$ cat src/hw/rtl/hufdec_pkg.sv
`timescale 1ns / 1ps
// ----------------------------------------------------------------------------
// hufdec_pkg
// Shared types and constants of the Huffman tree load and decode unit.
// ----------------------------------------------------------------------------
package hufdec_pkg;

   // default table sizes
   localparam int unsigned MaxNodesDefault   = 512;
   localparam int unsigned StackDepthDefault = 256;

   // preorder node bytes
   localparam logic [7:0] ByteInternal = 8'h49;  // 'I'
   localparam logic [7:0] ByteLeaf     = 8'h4C;  // 'L'

   // item selector
   typedef enum logic [1:0] {
      MODE_TREE  = 2'd0,
      MODE_BIT   = 2'd1,
      MODE_CLEAR = 2'd2,
      MODE_NONE  = 2'd3
   } mode_type;

   // result codes
   typedef enum logic [2:0] {
      KIND_SYMBOL   = 3'd0,
      KIND_COMPLETE = 3'd1,
      KIND_BAD_NODE = 3'd2,
      KIND_BAD_WALK = 3'd3,
      KIND_OVERFLOW = 3'd4
   } kind_type;

   typedef struct packed {
      kind_type   kind;
      logic [7:0] symbol;
   } result_type;

   // per-cycle memory port control
   typedef struct packed {
      logic rd_en;
      logic wr_en;
   } mem_ctl_type;

endpackage

$ cat src/hw/rtl/hufdec_core.sv
`timescale 1ns / 1ps
// ----------------------------------------------------------------------------
// hufdec_core
// Tree builder and bit walker. Memory reads go out on the accept cycle from
// the current state; state update and write-back follow when the item fires.
// ----------------------------------------------------------------------------
module hufdec_core #(
   parameter int unsigned MAX_NODES   = hufdec_pkg::MaxNodesDefault,
   parameter int unsigned STACK_DEPTH = hufdec_pkg::StackDepthDefault
) (
   input  logic                                   clock,
   input  logic                                   reset,
   input  logic                                   start,
   input  hufdec_pkg::mode_type                   in_mode,
   input  logic [7:0]                             in_byte,
   input  logic                                   in_bit,
   input  logic                                   fire,
   output logic                                   res_valid,
   output hufdec_pkg::result_type                 res,
   // node table
   output hufdec_pkg::mem_ctl_type                node_ctl,
   output logic [$clog2(MAX_NODES)-1:0]           node_rd_addr,
   output logic [$clog2(MAX_NODES)-1:0]           node_wr_addr,
   output logic [((($clog2(MAX_NODES)) > 8) ? $clog2(MAX_NODES) : 8):0] node_wr_data,
   output logic                                   pend_en,
   output logic [$clog2(MAX_NODES)-1:0]           pend_addr,
   output logic [((($clog2(MAX_NODES)) > 8) ? $clog2(MAX_NODES) : 8):0] pend_data,
   input  logic [((($clog2(MAX_NODES)) > 8) ? $clog2(MAX_NODES) : 8):0] node_rd_data,
   // build stack
   output hufdec_pkg::mem_ctl_type                stk_ctl,
   output logic [$clog2(STACK_DEPTH)-1:0]         stk_rd_addr,
   output logic [$clog2(STACK_DEPTH)-1:0]         stk_wr_addr,
   output logic [$clog2(MAX_NODES):0]             stk_wr_data,
   input  logic [$clog2(MAX_NODES):0]             stk_rd_data
);
   import hufdec_pkg::*;

   localparam int unsigned IW  = $clog2(MAX_NODES);
   localparam int unsigned PW  = (IW > 8) ? IW : 8;
   localparam int unsigned EW  = PW + 1;
   localparam int unsigned NCW = $clog2(MAX_NODES + 1);
   localparam int unsigned SW  = $clog2(STACK_DEPTH);
   localparam int unsigned SCW = $clog2(STACK_DEPTH + 1);

   // item registers
   mode_type      mode_ff;
   logic [7:0]    byte_ff;
   logic [IW-1:0] next_addr_ff;

   // control state
   logic [NCW-1:0] node_count_ff, node_count_in;
   logic [SCW-1:0] stack_top_ff, stack_top_in;
   logic           expect_ff, expect_in;
   logic           ready_ff, ready_in;
   logic [IW-1:0]  walk_pos_ff, walk_pos_in;

   // cached entries and top of stack
   logic [EW-1:0]  cur_entry_ff, cur_entry_in;
   logic [EW-1:0]  root_entry_ff, root_entry_in;
   logic [IW-1:0]  top_node_ff, top_node_in;
   logic           top_right_ff, top_right_in;

   logic [IW-1:0]  idx;
   logic [IW-1:0]  next_addr;
   logic [SCW-1:0] below_top;
   logic [SCW-1:0] top_slot;
   logic           full_nodes;
   logic           full_stack;
   logic           has_top;
   logic [EW-1:0]  leaf_entry;
   logic [EW-1:0]  link_entry;
   logic           node_wr_en;
   logic           stk_wr_en;

   assign idx        = node_count_ff[IW-1:0];
   assign full_nodes = node_count_ff >= NCW'(MAX_NODES);
   assign full_stack = stack_top_ff >= SCW'(STACK_DEPTH);
   assign has_top    = stack_top_ff != '0;
   assign leaf_entry = {1'b1, PW'(byte_ff)};
   assign link_entry = {1'b0, PW'(idx)};
   assign below_top  = stack_top_ff - SCW'(2);
   assign top_slot   = stack_top_ff - SCW'(1);

   // child to fetch for a code bit: left is always the next node in preorder
   assign next_addr = in_bit ? cur_entry_ff[IW-1:0] : (walk_pos_ff + IW'(1));

   // read side, issued on accept
   assign node_ctl.rd_en = start;
   assign node_ctl.wr_en = node_wr_en;
   assign node_rd_addr   = next_addr;
   assign stk_ctl.rd_en  = start;
   assign stk_ctl.wr_en  = stk_wr_en;
   assign stk_rd_addr    = below_top[SW-1:0];
   assign stk_wr_addr    = top_slot[SW-1:0];
   assign stk_wr_data    = {top_node_ff, 1'b1};
   assign pend_addr      = top_node_ff;
   assign pend_data      = link_entry;

   always_ff @(posedge clock) begin
      if (start) begin
         mode_ff      <= in_mode;
         byte_ff      <= in_byte;
         next_addr_ff <= next_addr;
      end
   end

   // next state and write-back
   always_comb begin
      node_count_in = node_count_ff;
      stack_top_in  = stack_top_ff;
      expect_in     = expect_ff;
      ready_in      = ready_ff;
      walk_pos_in   = walk_pos_ff;
      cur_entry_in  = cur_entry_ff;
      root_entry_in = root_entry_ff;
      top_node_in   = top_node_ff;
      top_right_in  = top_right_ff;
      node_wr_en    = 1'b0;
      node_wr_addr  = idx;
      node_wr_data  = leaf_entry;
      pend_en       = 1'b0;
      stk_wr_en     = 1'b0;
      res_valid     = 1'b0;
      res.kind      = KIND_SYMBOL;
      res.symbol    = 8'd0;

      if (fire) begin
         case (mode_ff)
            MODE_CLEAR: begin
               stack_top_in  = '0;
               node_count_in = '0;
               expect_in     = 1'b0;
               ready_in      = 1'b0;
               walk_pos_in   = '0;
            end

            MODE_TREE: begin
               if (!ready_ff) begin
                  if (expect_ff) begin
                     // symbol byte: place leaf, hang it below the stack top
                     expect_in     = 1'b0;
                     node_count_in = node_count_ff + NCW'(1);
                     node_wr_en    = 1'b1;
                     if (idx == '0) begin
                        root_entry_in = leaf_entry;
                     end
                     if (has_top && !top_right_ff) begin
                        top_right_in = 1'b1;
                     end else begin
                        if (has_top) begin
                           // right link to parent goes out as the deferred write
                           pend_en      = 1'b1;
                           stack_top_in = stack_top_ff - SCW'(1);
                           top_node_in  = stk_rd_data[IW:1];
                           top_right_in = stk_rd_data[0];
                           if (top_node_ff == '0) begin
                              root_entry_in = link_entry;
                           end
                        end
                        if (stack_top_ff <= SCW'(1)) begin
                           ready_in     = 1'b1;
                           walk_pos_in  = '0;
                           cur_entry_in = root_entry_in;
                           res_valid    = 1'b1;
                           res.kind     = KIND_COMPLETE;
                        end
                     end
                  end else if (byte_ff == ByteLeaf) begin
                     if (full_nodes) begin
                        stack_top_in  = '0;
                        node_count_in = '0;
                        expect_in     = 1'b0;
                        walk_pos_in   = '0;
                        res_valid     = 1'b1;
                        res.kind      = KIND_OVERFLOW;
                     end else begin
                        expect_in = 1'b1;
                     end
                  end else if (byte_ff == ByteInternal) begin
                     if (full_nodes || full_stack) begin
                        stack_top_in  = '0;
                        node_count_in = '0;
                        expect_in     = 1'b0;
                        walk_pos_in   = '0;
                        res_valid     = 1'b1;
                        res.kind      = KIND_OVERFLOW;
                     end else begin
                        // new internal node becomes the stack top
                        node_count_in = node_count_ff + NCW'(1);
                        top_node_in   = idx;
                        top_right_in  = 1'b0;
                        if (!has_top) begin
                           stack_top_in = SCW'(1);
                        end else if (!top_right_ff) begin
                           stk_wr_en    = 1'b1;
                           stack_top_in = stack_top_ff + SCW'(1);
                        end else begin
                           // right child: pop parent, push new node in its slot
                           node_wr_en   = 1'b1;
                           node_wr_addr = top_node_ff;
                           node_wr_data = link_entry;
                           if (top_node_ff == '0) begin
                              root_entry_in = link_entry;
                           end
                        end
                     end
                  end else begin
                     stack_top_in  = '0;
                     node_count_in = '0;
                     expect_in     = 1'b0;
                     walk_pos_in   = '0;
                     res_valid     = 1'b1;
                     res.kind      = KIND_BAD_NODE;
                  end
               end
            end

            MODE_BIT: begin
               res_valid = 1'b1;
               if (!ready_ff || cur_entry_ff[EW-1]) begin
                  walk_pos_in  = '0;
                  cur_entry_in = root_entry_ff;
                  res.kind     = KIND_BAD_WALK;
               end else if (node_rd_data[EW-1]) begin
                  walk_pos_in  = '0;
                  cur_entry_in = root_entry_ff;
                  res.kind     = KIND_SYMBOL;
                  res.symbol   = node_rd_data[7:0];
               end else begin
                  res_valid    = 1'b0;
                  walk_pos_in  = next_addr_ff;
                  cur_entry_in = node_rd_data;
               end
            end

            default: begin
            end
         endcase
      end
   end

   always_ff @(posedge clock) begin
      if (reset) begin
         node_count_ff <= '0;
         stack_top_ff  <= '0;
         expect_ff     <= 1'b0;
         ready_ff      <= 1'b0;
         walk_pos_ff   <= '0;
      end else begin
         node_count_ff <= node_count_in;
         stack_top_ff  <= stack_top_in;
         expect_ff     <= expect_in;
         ready_ff      <= ready_in;
         walk_pos_ff   <= walk_pos_in;
      end
   end

   always_ff @(posedge clock) begin
      cur_entry_ff  <= cur_entry_in;
      root_entry_ff <= root_entry_in;
      top_node_ff   <= top_node_in;
      top_right_ff  <= top_right_in;
   end

endmodule

$ cat config.mk
export PLATFORM = sky130hd
export DESIGN_NAME = hufdec_core
export DESIGN_NICKNAME = d
export VERILOG_FILES = /design/src/hw/rtl/hufdec_pkg.sv /design/src/hw/rtl/hufdec_core.sv
export SDC_FILE = /design/constraint.sdc
export NUM_CORES = 1
export LEC_CHECK = 0
export ABC_AREA = 1
export BUFFER_PORTS_ARGS = -buffer_cell sky130_fd_sc_hd__buf_4
export CAP_MARGIN = 15
export CORE_MARGIN = 4
export CORE_UTILIZATION = 55
export DETAILED_ROUTE_END_ITERATION = 10
export HOLD_SLACK_MARGIN = 0.03
export PLACE_DENSITY = 0.89
export SLEW_MARGIN = 20
export SYNTH_ARGS = -nofsm -noshare
export SYNTH_HDL_FRONTEND = slang
export SYNTH_SLANG_ARGS = --single-unit
$ cat constraint.sdc
create_clock -name clock -period 3.2 [get_ports clock]
set_input_delay 0.16 -clock clock [delete_from_list [all_inputs] [get_ports clock]]
set_output_delay 0.16 -clock clock [all_outputs]
set_load 0.02 [all_outputs]
Word level (Yosys, flattened, before mapping)
Cells that the tools add are included.
{ "totals": {"register_bits": 79, "latch_bits": 0, "ram_bits": 0, "romBits": 0, "wordCells": 200, "mem_count": 0} }
{ "op_classes": {"n_addsub": 5, "n_mul": 0, "div": 0, "n_lt_le_gt_ge": 3, "eq_ne": 19, "shifts": 0, "mux": 135, "n_bitwise": 1, "reduce_logical": 25} }
{ "ops": {"columns": ["operator", "n"], "rows": [
  ["$mux 10", 32],
  ["$mux 9", 35],
  ["$mux 1", 49],
  ["$pmux 10 s2", 2],
  ["$pmux 9 s3", 1],
  ["$mux 8", 3],
  ["$reduce_and 7->1", 3],
  ["$add 9x1->9 const B", 2],
  ["$logic_not 9->1", 2],
  ["$mux 3", 6],
  ["$pmux 9 s2", 1],
  ["$eq 8x7->1 const B", 2],
  ["$ne 2x2->1 const B", 7],
  ["$reduce_bool 2->1", 6],
  ["$mux 11", 1],
  ["$add 10x1->10 const B", 1],
  ["$ge 10x10->1 const B", 1],
  ["$ge 9x9->1 const B", 1],
  ["$le 9x1->1 const B", 1],
  ["$ne 3x3->1 const B", 3],
  ["$reduce_and 9->1", 1],
  ["$reduce_bool 9->1", 1],
  ["$sub 9x1->9 const B", 1],
  ["$reduce_and 8->1", 1],
  ["other kinds (21)", 25]
]} }

Longest topological paths before layout
{ "logic_depth": {"word_depth": 9, "ltp_mapped": 13, "ltp_nobuf": 12} }

Least setup slack after synthesis
No wires, ideal clock.
{ "synth_timing": {"path_type": "reg2reg", "start": "register stack_top_ff[1]", "end": "register cur_entry_ff[0], enable pin", "setup_ns": 0.392, "t_arrival_ns": 2.299, "required_time_ns": 2.808, "path_slack_ns": 0.509, "path_stages_with_launch": 11, "synth_period_minus_slack_ns": 2.691, "path_cell_list": "dfxtp_1 inv_1 ha_1 nand2_1 nor2_4 nand2_8 nand2_8 nand3_4 nor2_1 nor2_1 nor3b_1"} }
{ "synth_via": {"elab_chain_cells": 4, "elab_cells_between_ends": 6, "classes_between": "1 x order compare; 2 x eq/ne; 3 x reduce/logical"} }
{ "synth_rtl": {"columns": ["item", "line", "source"], "rows": [
  ["from (decl)", "hufdec_core.sv:52", "logic [SCW-1:0] stack_top_ff, stack_top_in;"],
  ["from (signal assigned)", "hufdec_core.sv:251", "stack_top_ff <= stack_top_in;"],
  ["parallel branches: the longest is 3 deep, another holds $le 9x1->1", null, null],
  ["$reduce_and 6->1 (no source line) (*)", null, null],
  ["to (signal assigned)", "hufdec_core.sv:259", "cur_entry_ff <= cur_entry_in;"],
  ["to (decl)", "hufdec_core.sv:58", "logic [EW-1:0] cur_entry_ff, cur_entry_in;"]
]} }
Every way passes the cells marked *.
A chain may end at the register's enable or synchronous reset.

Worst setup path after layout
{ "layout_timing": {"start": "register mode_ff[0]", "end": "output port node_wr_addr[6]"} }
{ "layout_via": {"elab_chain_cells": 3} }
{ "layout_rtl": {"columns": ["item", "line", "source"], "rows": [
  ["from (decl)", "hufdec_core.sv:46", "mode_type mode_ff;"],
  ["from (signal assigned)", "hufdec_core.sv:101", "mode_ff <= in_mode;"],
  ["$logic_not 2->1", "hufdec_core.sv:128", "case (mode_ff)"],
  ["$mux 9", "hufdec_core.sv:128", null],
  ["$mux 9", "hufdec_core.sv:127", "if (fire) begin"],
  ["to (decl)", "hufdec_core.sv:23", "output logic [$clog2(MAX_NODES)-1:0] node_wr_addr,"]
]} }
No other way between the ends.

==> impl_results.md <==
- Layout area overhead: 20.1%
- TritonCTS clock tree: done
- Grt total ovfl: 0
- Worst hold path class: in2reg
- Fin cells: 1015
- Clock Skew: between 8 and 9 ps
- Ys async rst share: 0
- Clock Power Share: 0.331
- Yosys reg bits: 79
- Largest stage delay on the critical path: 450 ps
- Share of cells above drive strength 1: 0.212
- Logic gate share of total power: 0.204
- Dominant cell type by area after synthesis: edfxtp_1
- Internal: between 1.5 and 2 mW
- Setup TNS Final: 0 ps
- Clk sinks: just under 80
- Ys Warns: 0
- Die width: 108 µm
- Clk_lat worst skew: roughly 360 ps
- CP Capture Type: output port
- Critical-path maximum fanout: 30
- Crit share post-route: 0.895
- Die ar.: between 0.01 and 0.015 mm²
- WL final: approximately 16 mm
- IO buf count: 122
- Post-synth top cells: 234 x nand2_1, 103 x nor2_1, 65 x inv_1
- Nets: 925
- First-pass GRT wire length: 24.9 mm
- Peak supply drop: 0.209 mV
- Switching share of total power: 0.297
- Row Count: 36
- Antenna violations before repair: 0
- Reg power frac: 0.465
- Total core area: between 0.009 and 0.01 mm²
- Total Power: around 2.5 mW
- PD cells: between 300 and 400 mW/mm²
- Placed Cells: ~990
- Global-route usage over all layers: 0.269
- CP Launch Point: mode_ff[0]
- Synth Cell Area: 0.00553 mm²
- Slew margin rel.: 0.515
- Synth Instances: 780
- DRT iter0 DRCs: 598
- Netlist cell types: between 40 and 50
- Fin worst setup slack: between 300 and 400 ps
- Vias: about 5500
- Hpwl dp: between 10 and 15 mm
- Sequential share of the synthesized area: 0.375
- Critical path launch point type: flop
- Post-Syn Area per Cell: 7.09 µm²
- Routed len/inst: 15.4 µm
- Inserted Diodes: 0
- Synth area leaders: edfxtp_1 27%, nand2_1 16%, dfxtp_1 11%
- Crit path kind: reg2out
- Worst EP required: just over 3000 ps
- Synth top area share: 0.266
- Setup violators final: 0
- Clk slew on worst S/H paths: around 90 ps
- Crit-path cells: inv_1 > ha_2 > buf_4 > inv_1 > nor2_2 > nand2_1 > nor2_1 > nand3_1 > buf_4 > o21ai_1 > buf_4
- Worst-Margin Slew: a little over 700 ps
- Max Cap Violations: 0
- Total CTS buffers: 9
- Final min period: 2860 ps
- Leakage: around 3.1 nW
- Ys flop type: edfxtp_1
- Net Sw Power: 0.745 mW
- Largest net degree at the start of global routing: 31
- Top-count cell post-synth: nand2_1
- RSZ-0062 raised after global routing: false
- DR pass1 iterations: 6
- Worst path most repeated cell: buf_4
- Vias in the first global route: approximately 5000
- Final Max Slew Viols: 0
- Antenna Violating Nets Remaining: 0
- Post-synth EDFFs: 49
- Syn Nets: roughly 830
- R2r startpoint: stack_top_ff[2]
- Status: finished, final reports clean
- Setup Fix Bufs, Post-CTS: 0
- Min-delay src: reset
- Pre-CTS setup slack: 727 ps
- Peak Freq: about 350 MHz
- Drc violations: 0
- Htree depth: 3
- Initial Utilization: 0.566
- Max clock buf depth: 2
- Final GP Congestion: just under 1
- DR vias/cell: 5.41
- Arr. time, crit path: about 2700 ps
- Fin. Hold Viols: 0
- Root Driver: clkbuf_8
- Ports: roughly 130
- DIE HEIGHT: approximately 110 µm
- Slowest cell on the critical path: edfxtp_1
-- critical path: cells and delay by family (launching register included) --
kind,cells,cell delay [ps]
flops,1,450
compound gates,1,200
fa+ha+maj,1,250
buf+inv,5,820
simple gates,4,610
-- area by class of cell --
| type | instances | area (µm²) |
|---|---|---|
| fillers | 832 | 3140 |
| repair buffers | 140 | 1080 |
| well taps | 133 | 166 |
| multi-input cells | 570 | 2810 |
| clock buffers | 10 | 128 |
| inverters | 77 | 303 |
| clock inverters | 6 | 85.1 |
| flip-flops and latches | 79 | 2070 |
-- cells by family (layout without fill, tap and decap cells) --
family / after synthesis / in the layout / synth area share
AND/OR/NAND/NOR: 443 / 443 / 0.358
buffers and inverters: 131 / 233 / 0.118
AO/OA/AOI/OAI: 96 / 96 / 0.0928
flip-flops: 79 / 79 / 0.375
XOR/XNOR: 15 / 15 / 0.0238
adder cells (fa/ha/maj): 13 / 13 / 0.0294
other: 2 / 2 / 0.00136
multiplexers: 1 / 1 / 0.00204
-- power groups by stage --
stage | Combinational, mW | Sequential (mW) | Clock (mW)
6_report | 0.511 | 1.17 | 0.831
5_1_grt | 0.561 | 1.17 | 0.867
4_1_cts | 0.506 | 1.17 | 0.828
3_5_place_dp | 0.493 | 1.19 | 0
3_3_place_gp | 0.483 | 1.19 | 0
2_1_floorplan | 0.336 | 1.18 | 0
-- flip-flops by register name, summed over array words and instances (netlist names) --
name	count
byte_ff	8
cur_entry_ff	10
expect_ff	1
mode_ff	2
next_addr_ff	9
node_count_ff	10
pend_addr	9
ready_ff	1
root_entry_ff	10
stack_top_ff	9
top_right_ff	1
walk_pos_ff	9
-- worst paths after layout --
kind                                         to  slack [ps]  cells past startpoint
worst max register to register  cur_entry_ff[8]         760                     10
worst min register to register  stack_top_ff[1]         530                      2
worst min-delay path            stack_top_ff[6]          60                      2
worst max-delay path            node_wr_addr[6]         340                     11
-- metrics by stage --
step           cell area (µm²)   util  hold slack, ps
2_1_floorplan             5530      -             259
6_report                  6640  0.679            60.0
4_1_cts                   6640  0.679            47.5
3_5_place_dp              6320  0.647             339
5_1_grt                   6640  0.679            54.7
3_3_place_gp              6320  0.647             339
-- what timing repair did --
| action | CTS | global route |
|---|---|---|
| hold endpoints to repair | 10 | 0 |
| gates resized for setup | 0 | 1 |
| endpoints found under the setup margin | 0 | 1 |
| hold buffers | 10 | 0 |
-- metal layers --
layer / track usage / vias to the layer above / part of all wire / wire length (µm)
met3: 0.0513 / 40 / 0.079 / 1230
met5: 0 / - / 0 / 0
met2: 0.433 / 289 / 0.47 / 7290
met1: 0.374 / 2472 / 0.43 / 6730
li1: - / 2686 / - / -
met4: 0.0712 / 0 / 0.025 / 387
-- cells in the final DEF, fill, tap and decap left out, drive strengths merged, types with 5 or more instances in the layout --
| cell | n |
|---|---|
| nor2 | 114 |
| clkbuf | 10 |
| ha | 13 |
| nand3 | 53 |
| nor3b | 9 |
| a31oi | 9 |
| edfxtp | 49 |
| buf | 130 |
| a21oi | 43 |
| nand4 | 9 |
| clkinv | 5 |
| dlygate4sd3 | 10 |
| nand2 | 245 |
| inv | 75 |
| dfxtp | 30 |
| nor3 | 7 |
| xor2 | 14 |
| o21ai | 37 |
Note: power is estimated with default switching activity, not from simulation.
